File: config.mk
export PLATFORM = sky130hd
export DESIGN_NAME = reorder_buffer_in_order_retire
export DESIGN_NICKNAME = d
export VERILOG_FILES = /design/src/rtl/core/robir_pkg.sv /design/src/rtl/core/robir_adv.sv /design/src/rtl/core/robir_tag_ram.sv /design/src/rtl/core/reorder_buffer_in_order_retire.sv
export SDC_FILE = /design/constraint.sdc
export NUM_CORES = 2
export LEC_CHECK = 0
export BUFFER_PORTS_ARGS = -buffer_cell sky130_fd_sc_hd__buf_2
export CAP_MARGIN = 30
export CORE_ASPECT_RATIO = 1.25
export CORE_MARGIN = 2
export CORE_UTILIZATION = 45
export DETAILED_ROUTE_END_ITERATION = 7
export PLACE_DENSITY = 0.58
export RECOVER_POWER = 25
export SLEW_MARGIN = 20
export SYNTH_ARGS = -nofsm -noshare
export SYNTH_HDL_FRONTEND = slang
export SYNTH_SLANG_ARGS = --single-unit
File: constraint.sdc
create_clock -name clk -period 4.6 [get_ports clk]
set_clock_uncertainty 0.1 [all_clocks]
set_input_delay 0.46 -clock clk [delete_from_list [all_inputs] [get_ports clk]]
set_output_delay 0.46 -clock clk [all_outputs]
set_load 0.02 [all_outputs]
File: src/rtl/core/robir_pkg.sv
// Package for the in-order reorder buffer: field widths, codes, word types.
// No dependencies.
package robir_pkg;

  localparam int OP_W             = 2;
  localparam int KIND_W           = 2;
  localparam int TAG_W            = 16;
  localparam int SLOT_W           = 6;
  localparam int ROB_SIZE_W       = 7;
  localparam int RETIRE_WIDTH_W   = 4;
  localparam int CFG_IDX_W        = 1;
  localparam int CFG_DATA_W       = 7;

  localparam int ROB_DEPTH_DEF    = 64;
  localparam int RETIRE_MAX_DEF   = 8;
  localparam int TAG_BITS_DEF     = 16;

  localparam int ROB_SIZE_RST     = 64;
  localparam int RETIRE_WIDTH_RST = 4;

  typedef enum logic [OP_W-1:0] {
    OP_ALLOC    = 2'd0,
    OP_COMPLETE = 2'd1,
    OP_RETIRE   = 2'd2
  } op_t;

  typedef enum logic [KIND_W-1:0] {
    KIND_ALLOC   = 2'd0,
    KIND_REFUSED = 2'd1,
    KIND_RETIRED = 2'd2,
    KIND_NONE    = 2'd3
  } kind_t;

  typedef enum logic [CFG_IDX_W-1:0] {
    CFG_ROB_SIZE     = 1'b0,
    CFG_RETIRE_WIDTH = 1'b1
  } cfg_idx_t;

  typedef enum logic [1:0] {
    ST_IDLE,
    ST_SCAN,
    ST_EMIT
  } state_t;

  typedef struct packed {
    logic [OP_W-1:0]   operation;
    logic [TAG_W-1:0]  tag;
    logic [SLOT_W-1:0] entry_index;
  } cmd_t;

  typedef struct packed {
    logic [KIND_W-1:0] kind;
    logic [SLOT_W-1:0] slot;
    logic [TAG_W-1:0]  retired_tag;
    logic              last;
    logic              is_empty;
  } rsp_t;

endpackage

File: src/rtl/core/robir_adv.sv
// Shared pointer advance unit: increment with wrap at the live buffer size.
// Depends on nothing; used by the reorder buffer sequencer.
module robir_adv #(
  parameter int PTR_W = 6,
  parameter int CNT_W = 7
) (
  input  logic [PTR_W-1:0] ptr,
  input  logic [CNT_W-1:0] size,
  output logic [PTR_W-1:0] nxt
);

  logic [CNT_W-1:0] inc;

  assign inc = CNT_W'(ptr) + CNT_W'(1);
  // wrap to slot zero at or past the live size
  assign nxt = (inc >= size) ? '0 : PTR_W'(inc);

endmodule

File: src/rtl/core/robir_tag_ram.sv
// Tag store of the reorder buffer: one write port, one registered read port.
// No dependencies.
module robir_tag_ram #(
  parameter int DEPTH = 64,
  parameter int WIDTH = 16,
  parameter int AW    = 6
) (
  input  logic             clk,
  input  logic             we,
  input  logic [AW-1:0]    waddr,
  input  logic [WIDTH-1:0] wdata,
  input  logic [AW-1:0]    raddr,
  output logic [WIDTH-1:0] rdata
);

  logic [WIDTH-1:0] mem [DEPTH];

  always_ff @(posedge clk) begin
    if (we) begin
      mem[waddr] <= wdata;
    end
  end

  always_ff @(posedge clk) begin
    rdata <= mem[raddr];
  end

endmodule

File: src/rtl/core/reorder_buffer_in_order_retire.sv
// Circular reorder buffer with in-order retirement; top level.
// Depends on robir_pkg, robir_adv and robir_tag_ram.
//
// A command word is taken on a clock edge with start high and busy low. Allocate,
// complete and unknown commands keep busy low, and the single result word is
// strobed in the next cycle, so a new command may follow at once.
// A retire command first walks the head entries to count how many retire (one
// entry per cycle, plus a scan step to stop), then sends one result word per
// retired entry, one per cycle, as the tag store has one read port; a retire
// with nothing to retire answers with one word from the scan state. Busy is
// high throughout. Result words are strobed for exactly one cycle and cannot be
// held off; every word carries the empty flag of the buffer after the command.
// Tags are stored in a memory without clearing; done marks reset at once.
module reorder_buffer_in_order_retire #(
  parameter int ROB_DEPTH  = robir_pkg::ROB_DEPTH_DEF,
  parameter int RETIRE_MAX = robir_pkg::RETIRE_MAX_DEF,
  parameter int TAG_BITS   = robir_pkg::TAG_BITS_DEF
) (
  input  logic                                clk,
  input  logic                                rst,
  input  logic                                start,
  output logic                                busy,
  input  robir_pkg::cmd_t                     cmd,
  output robir_pkg::rsp_t                     rsp,
  output logic                                rsp_strobe,
  input  logic                                cfg_we,
  input  logic [robir_pkg::CFG_IDX_W-1:0]     cfg_index,
  input  logic [robir_pkg::CFG_DATA_W-1:0]    cfg_data
);

  localparam int PTR_W  = (ROB_DEPTH > 1) ? $clog2(ROB_DEPTH) : 1;
  localparam int CNT_W  = $clog2(ROB_DEPTH + 1);
  localparam int RW_W   = $clog2(RETIRE_MAX + 1);
  localparam int SZ_W   = (CNT_W > robir_pkg::ROB_SIZE_W) ? CNT_W : robir_pkg::ROB_SIZE_W;
  localparam int WX_W   = (RW_W > robir_pkg::RETIRE_WIDTH_W) ? RW_W
                                                              : robir_pkg::RETIRE_WIDTH_W;
  localparam int IX_W   = (CNT_W > robir_pkg::SLOT_W) ? CNT_W : robir_pkg::SLOT_W;
  localparam int SLOT_W = robir_pkg::SLOT_W;
  localparam int TAG_W  = robir_pkg::TAG_W;
  localparam int SIZE_RST  = (ROB_DEPTH < robir_pkg::ROB_SIZE_RST) ? ROB_DEPTH
                                                                   : robir_pkg::ROB_SIZE_RST;
  localparam int WIDTH_RST = (RETIRE_MAX < robir_pkg::RETIRE_WIDTH_RST) ? RETIRE_MAX
                                                                       : robir_pkg::RETIRE_WIDTH_RST;

  robir_pkg::state_t state, state_next;

  logic [PTR_W-1:0]     head_ptr, head_ptr_next;
  logic [PTR_W-1:0]     tail_ptr, tail_ptr_next;
  logic [CNT_W-1:0]     occupancy, occupancy_next;
  logic [CNT_W-1:0]     size_eff, size_eff_next;
  logic [RW_W-1:0]      width_eff, width_eff_next;
  logic [ROB_DEPTH-1:0] done, done_next;
  logic [PTR_W-1:0]     scan_ptr, scan_ptr_next;
  logic [CNT_W-1:0]     scan_occ, scan_occ_next;
  logic [RW_W-1:0]      scan_cnt, scan_cnt_next;
  logic [RW_W-1:0]      left, left_next;
  logic                 final_empty, final_empty_next;
  robir_pkg::rsp_t      rsp_next;
  logic                 rsp_strobe_next;

  logic [PTR_W-1:0]     adv_in, adv_out;
  logic                 ram_we;
  logic [PTR_W-1:0]     ram_raddr;
  logic [TAG_BITS-1:0]  ram_rdata;

  logic [SZ_W-1:0]      rs_ext;
  logic [WX_W-1:0]      rw_ext;
  logic [CNT_W-1:0]     size_wr;
  logic [RW_W-1:0]      width_wr;
  logic [IX_W-1:0]      idx_ext;
  logic                 take;

  robir_adv #(
    .PTR_W (PTR_W),
    .CNT_W (CNT_W)
  ) u_adv (
    .ptr  (adv_in),
    .size (size_eff),
    .nxt  (adv_out)
  );

  robir_tag_ram #(
    .DEPTH (ROB_DEPTH),
    .WIDTH (TAG_BITS),
    .AW    (PTR_W)
  ) u_tag_ram (
    .clk   (clk),
    .we    (ram_we),
    .waddr (tail_ptr),
    .wdata (TAG_BITS'(cmd.tag)),
    .raddr (ram_raddr),
    .rdata (ram_rdata)
  );

  // clamp configuration values into their working ranges
  assign rs_ext   = SZ_W'(cfg_data);
  assign rw_ext   = WX_W'(cfg_data[robir_pkg::RETIRE_WIDTH_W-1:0]);
  assign size_wr  = (rs_ext == '0) ? CNT_W'(1) :
                    (rs_ext > SZ_W'(ROB_DEPTH)) ? CNT_W'(ROB_DEPTH) : CNT_W'(rs_ext);
  assign width_wr = (rw_ext == '0) ? RW_W'(1) :
                    (rw_ext > WX_W'(RETIRE_MAX)) ? RW_W'(RETIRE_MAX) : RW_W'(rw_ext);

  assign idx_ext  = IX_W'(cmd.entry_index);
  assign take     = (scan_cnt < width_eff) && (scan_occ != '0) && done[scan_ptr];
  assign busy     = (state != robir_pkg::ST_IDLE);

  always_comb begin
    state_next       = state;
    head_ptr_next    = head_ptr;
    tail_ptr_next    = tail_ptr;
    occupancy_next   = occupancy;
    size_eff_next    = size_eff;
    width_eff_next   = width_eff;
    done_next        = done;
    scan_ptr_next    = scan_ptr;
    scan_occ_next    = scan_occ;
    scan_cnt_next    = scan_cnt;
    left_next        = left;
    final_empty_next = final_empty;
    rsp_next         = '0;
    rsp_next.last    = 1'b1;
    rsp_strobe_next  = 1'b0;
    ram_we           = 1'b0;
    ram_raddr        = head_ptr;
    adv_in           = tail_ptr;

    if (cfg_we) begin
      case (cfg_index)
        robir_pkg::CFG_ROB_SIZE:     size_eff_next  = size_wr;
        robir_pkg::CFG_RETIRE_WIDTH: width_eff_next = width_wr;
        default: ;
      endcase
    end

    case (state)
      robir_pkg::ST_IDLE: begin
        adv_in = tail_ptr;
        if (start) begin
          rsp_strobe_next = 1'b1;
          case (cmd.operation)
            robir_pkg::OP_ALLOC: begin
              if (occupancy >= size_eff) begin
                rsp_next.kind = robir_pkg::KIND_REFUSED;
              end else begin
                ram_we                  = 1'b1;
                done_next[tail_ptr]     = 1'b0;
                tail_ptr_next           = adv_out;
                occupancy_next          = occupancy + CNT_W'(1);
                rsp_next.kind           = robir_pkg::KIND_ALLOC;
                rsp_next.slot           = SLOT_W'(tail_ptr);
              end
            end
            robir_pkg::OP_COMPLETE: begin
              // out-of-range slots are acknowledged but left alone
              if (idx_ext < IX_W'(size_eff)) begin
                done_next[idx_ext[PTR_W-1:0]] = 1'b1;
              end
              rsp_next.kind = robir_pkg::KIND_NONE;
              rsp_next.slot = cmd.entry_index;
            end
            robir_pkg::OP_RETIRE: begin
              rsp_strobe_next = 1'b0;
              scan_ptr_next   = head_ptr;
              scan_occ_next   = occupancy;
              scan_cnt_next   = '0;
              state_next      = robir_pkg::ST_SCAN;
            end
            default: begin
              rsp_next.kind = robir_pkg::KIND_NONE;
            end
          endcase
          rsp_next.is_empty = (occupancy_next == '0);
        end
      end

      robir_pkg::ST_SCAN: begin
        adv_in = scan_ptr;
        if (take) begin
          scan_cnt_next = scan_cnt + RW_W'(1);
          scan_occ_next = scan_occ - CNT_W'(1);
          scan_ptr_next = adv_out;
        end else if (scan_cnt == '0) begin
          rsp_next.kind     = robir_pkg::KIND_NONE;
          rsp_next.is_empty = (occupancy == '0);
          rsp_strobe_next   = 1'b1;
          state_next        = robir_pkg::ST_IDLE;
        end else begin
          // head tag read is issued here, data lands for the first emit cycle
          left_next        = scan_cnt;
          final_empty_next = (scan_occ == '0);
          state_next       = robir_pkg::ST_EMIT;
        end
      end

      robir_pkg::ST_EMIT: begin
        adv_in               = head_ptr;
        rsp_next.kind        = robir_pkg::KIND_RETIRED;
        rsp_next.slot        = SLOT_W'(head_ptr);
        rsp_next.retired_tag = TAG_W'(ram_rdata);
        rsp_next.last        = (left == RW_W'(1));
        rsp_next.is_empty    = final_empty;
        rsp_strobe_next      = 1'b1;
        done_next[head_ptr]  = 1'b0;
        head_ptr_next        = adv_out;
        occupancy_next       = occupancy - CNT_W'(1);
        left_next            = left - RW_W'(1);
        ram_raddr            = adv_out;
        if (left == RW_W'(1)) begin
          state_next = robir_pkg::ST_IDLE;
        end
      end

      default: begin
        state_next = robir_pkg::ST_IDLE;
      end
    endcase
  end

  always_ff @(posedge clk) begin
    if (rst) begin
      state      <= robir_pkg::ST_IDLE;
      head_ptr   <= '0;
      tail_ptr   <= '0;
      occupancy  <= '0;
      size_eff   <= CNT_W'(SIZE_RST);
      width_eff  <= RW_W'(WIDTH_RST);
      done       <= '0;
      scan_ptr   <= '0;
      scan_occ   <= '0;
      scan_cnt   <= '0;
      left       <= '0;
      rsp_strobe <= 1'b0;
    end else begin
      state      <= state_next;
      head_ptr   <= head_ptr_next;
      tail_ptr   <= tail_ptr_next;
      occupancy  <= occupancy_next;
      size_eff   <= size_eff_next;
      width_eff  <= width_eff_next;
      done       <= done_next;
      scan_ptr   <= scan_ptr_next;
      scan_occ   <= scan_occ_next;
      scan_cnt   <= scan_cnt_next;
      left       <= left_next;
      rsp_strobe <= rsp_strobe_next;
    end
  end

  always_ff @(posedge clk) begin
    final_empty <= final_empty_next;
    rsp         <= rsp_next;
  end

endmodule

==> reports/summary.md <==
• 113000 um^2 — Total Die Area
• 27.7% — combined global-route utilization of all metal layers
• 301 um — die width
• 73 — library cells used by synthesis
• flop — Setup crit end kind
• 116 — clock buffers created by TritonCTS
• 3 — H-Tree Level Count
• state[0]$_SDFFE_PP0P_ — startpoint of the worst register-to-register path
• 4 — antenna violations before repair
• 55100 um^2 — post-place instance area
• cfg_data[4] — worst hold path startpoint
• 70 ps — Reg clk slew, reported paths
• size_eff[4]$_SDFFE_PP0P_ — Worst Hold Path EP
• 24.7% — layout cells sized above 1
• 6.06 — Via density
• 0.906% — post-synthesis adder-cell area fraction
• 68.4% — register area share after synthesis
• 5260 ps — data arrival time at the worst-slack endpoint
• 82 — maximum number of pins on one net before global-route repair
• 4182 — first-iteration detailed-routing DRC count
• 22 — Register-to-Register Path Depth
• -160 ps — register-to-register setup slack
• -156 ps — post-layout worst setup margin
• 4760 ps — crit path time final
• sky130_fd_sc_hd__nor4_4 — highest-delay cell along the critical path
• 63400 um — Met1 Routed Length
• 3918 — synthesized instance count
• 0 — total overflow reported by the global router
• 45.3% — effective utilization at floorplan
• 12900 um — met3 wire length
• 78000 um — detailed-routed wire length on met2
• input port to flop — type of the worst min-delay path
• inv_4 > ha_4 > buf_6 > mux2i_2 > buf_4 > nand3b_1 > xor2_2 > ha_1 > and3_4 > o21ai_4 > o211ai_1 > clkbuf_16 > and2_4 > buf_12 > buf_12 > buf_16 > buf_8 > a21oi_2 > a22o_1 > o22ai_2 > nor4_4 > nor4_2 — list of cells traversed by the critical path
• flop to flop — classification of the worst setup path
• 161000 um — Final Routed Wirelength
• 22.4 mW — sum of internal, switching and leakage power
• 16300 um^2 — area of the multi-input gates
• 0% — Synth async-reset ratio
• yes — clock tree from TritonCTS
• 50.0 ps — worst hold slack
• met5 — top layer reached by signal wires
• 110000 um^2 — Placeable Area
• 4462 — count of nets after finishing
• 136 — # rows
• 376 um — Die Ht
• 103% — share of the cycle needed by the critical path after routing
• 12 — number of maximum-capacitance constraint violations
• 740 ps — source-to-sink clock delay at the later pin of the worst-skew pair
• 2.91% — post-synthesis mux area share
• 20.9 nW — reported leakage power
• 27.1 um — Routed wire per std cell
• flop — Worst setup SP type
• 0.211% — post-synthesis xor/xnor area fraction
• 12.2% — synthesized-area fraction occupied by and/or/nand/nor cells
• 3 — clk buf depth
• true — RSZ-0062 raised after global routing
• sky130_fd_sc_hd__clkbuf_16 — clock root buffer master
• 1025 — number of enable-type register cells in the synthesized netlist
• complete, but fails checks — status
• 0 — number of DRC violations after detailed routing
• 1185 — count of state elements after synthesis
• compound AO/OA/AOI/OAI gates — main combinational cell family by area after synthesis
• 34000 um^2 — Sequential Area
• 0.000305 V — VDD IR-drop max
• 594 — Slew Limit Fails
• sky130_fd_sc_hd__buf_12 — most numerous cell on the critical path
• simple AND/OR/NAND/NOR gates — crit-path leading delay family
• 62100 um^2 — final std cell area, no fill
• 210 MHz — maximum achievable frequency
• 360 nW/um^2 — power density normalized to cell area
• 7 — critical path fanouts, max
• 0 — Syn. warnings
• 0.872 — final estimated routing congestion in global placement
• 0 — endpoints failing hold
• 7 — number of detailed-routing iterations run before antenna repair
• 3730 ps — measured slew at the worst slew-check pin
• 63 — number of I/O port buffers
• 64 — IO Count
• 8922 — fill cell count
• 8 — buffering stage count on the worst path with inverters included
• 3990 — Syn Nets
• 1185 — number of sinks on the clock net
• sky130_fd_sc_hd__edfxtp_1 — Synth Flop Type
• -149% — worst slew margin relative to its limit
• 231000 um — global-route wire length before repair
• max-capacitance violations, max-slew violations, negative setup slack — violated checks
• u_tag_ram.rdata[11]$_DFF_P_ — reg-to-reg endpoint
• 12.7 um^2 — mean area per synthesized cell
• 4 — worst hold stages
• 0 — post-detailed-route count of antenna-violating nets
• 5100 ps — Critical Path RT
• 36000 — Vias
• 34600 — via count of the first global-routing pass
• 13.0% — area fraction in compound gates after synthesis
• 7 — setup violation total in the final timing report
• 97300 um — HPWL Detailed
• 640 ps — maximum cell stage delay along the critical path
• 24.9% — area added between synthesis and finish
• 49700 um^2 — summed instance area of the synthesized netlist
==> cell type report <==
class,instances,share of cell area [%]
diodes,2,0.00806
clock buffers,143,5.09
clock inverters,74,1.16
inverters,30,0.185
multi-input cells,2420,26.3
flip-flops and latches,1185,54.7
well taps,1449,2.92
repair buffers,637,9.62
==> stage by stage <==
stage	cells	setup TNS, ps	util (%)	setup WS, ps
5_1_grt	5938	-2790	56.6	-259
3_3_place_gp	5618	-9660	50.1	-1230
4_1_cts	5898	0	55.2	11.6
3_5_place_dp	5624	-9090	50.2	-900
2_1_floorplan	3918	0	-	9.30
6_report	5940	-337	56.6	-156
==> worst max-delay path by stage <==
stage	start	to	slack [ps]	cells past startpoint
finish	state[0]$_SDFFE_PP0P_	u_tag_ram.rdata[11]$_DFF_P_	-160	22
global route	state[0]$_SDFFE_PP0P_	u_tag_ram.rdata[11]$_DFF_P_	-260	22
CTS	state[0]$_SDFFE_PP0P_	u_tag_ram.rdata[11]$_DFF_P_	10	21
detailed placement	state[0]$_SDFFE_PP0P_	u_tag_ram.rdata[13]$_DFF_P_	-900	23
global placement	state[0]$_SDFFE_PP0P_	u_tag_ram.rdata[11]$_DFF_P_	-1230	22
floorplan	state[0]$_SDFFE_PP0P_	u_tag_ram.rdata[0]$_DFF_P_	9	22
==> cell usage in the layout (no fill, tap or decap), types with 34 or more instances in the layout <==
master and n:
sky130_fd_sc_hd__buf_6 43, sky130_fd_sc_hd__nand3_1 130, sky130_fd_sc_hd__a311oi_1 44, sky130_fd_sc_hd__a211oi_1 112
sky130_fd_sc_hd__and3_1 100, sky130_fd_sc_hd__a21oi_1 267, sky130_fd_sc_hd__buf_12 57, sky130_fd_sc_hd__a22o_1 80
sky130_fd_sc_hd__mux2i_1 92, sky130_fd_sc_hd__buf_2 55, sky130_fd_sc_hd__edfxtp_1 1025, sky130_fd_sc_hd__a31o_2 37
sky130_fd_sc_hd__nor2_1 188, sky130_fd_sc_hd__a221o_1 41, sky130_fd_sc_hd__nand2_1 704, sky130_fd_sc_hd__dfxtp_1 158
sky130_fd_sc_hd__clkbuf_16 126, sky130_fd_sc_hd__a311oi_2 34, sky130_fd_sc_hd__buf_4 423
==> synthesized netlist by cell type, types with 46 or more instances <==
master	number	area share, %
sky130_fd_sc_hd__and3_1	102	1.3
sky130_fd_sc_hd__a221oi_1	47	0.83
sky130_fd_sc_hd__dfxtp_1	160	6.4
sky130_fd_sc_hd__clkbuf_1	209	1.6
sky130_fd_sc_hd__mux2i_1	97	2.0
sky130_fd_sc_hd__edfxtp_1	1025	62
sky130_fd_sc_hd__nand2_1	706	5.3
sky130_fd_sc_hd__nor2_1	194	1.5
sky130_fd_sc_hd__buf_1	46	0.35
sky130_fd_sc_hd__a211oi_1	144	2.2
sky130_fd_sc_hd__nand3_1	130	1.3
sky130_fd_sc_hd__a311oi_1	78	1.4
sky130_fd_sc_hd__nor4_1	86	1.1
sky130_fd_sc_hd__a22o_1	81	1.4
sky130_fd_sc_hd__a21oi_1	285	2.9
==> cell families (layout without fill, tap and decap cells) <==
family,count (synthesis),in the layout
AND/OR/NAND/NOR,1349,1350
multiplexers,118,118
other,0,2
XOR/XNOR,12,12
AO/OA/AOI/OAI,904,904
flip-flops,1185,1185
adder cells (fa/ha/maj),36,36
buffers and inverters,314,884
==> state kept, by name, summed over array words and instances (netlist names), 2 cells and up <==
signal / flops
done: 64
scan_cnt: 4
left: 4
u_tag_ram.mem: 1024
width_eff: 4
occupancy: 7
size_eff: 7
u_tag_ram.rdata: 16
state: 2
rsp: 26
scan_occ: 7
tail_ptr: 6
scan_ptr: 6
head_ptr: 6
==> where the power goes <==
part	switching, mW	internal (mW)	leakage, nW
sequential	0.0254	11.7	10.5
clock	4.11	5.63	1.91
combinational	0.614	0.284	8.45
total	4.75	17.6	20.9
==> worst reg2reg max path, delay by kind of cell, from the launching register on <==
family                   cells  cell delay [ps]
AND/OR/NAND/NOR              5             1270
XOR/XNOR                     1              200
buffers and inverters        8             1140
flip-flops                   1              380
AO/OA/AOI/OAI                5              700
multiplexers                 1              260
adder cells (fa/ha/maj)      2              570
==> metal layers <==
metal	global-route usage (%)	vias up
met3	4.37	332
met2	45.8	1702
met5	0	-
met4	11.2	2
li1	-	15900
met1	36.5	18100
==> what timing repair did <==
action / CTS / global route
pin swaps: 39 / 76
cloned: 11 / 5
setup endpoints to repair: 16 / 16
hold buffers: 8 / 0
endpoints found under the hold margin: 12 / 0
setup buffers: 40 / 27
resized for setup: 165 / 202
No activity file was read; power rests on OpenSTA's default activity.
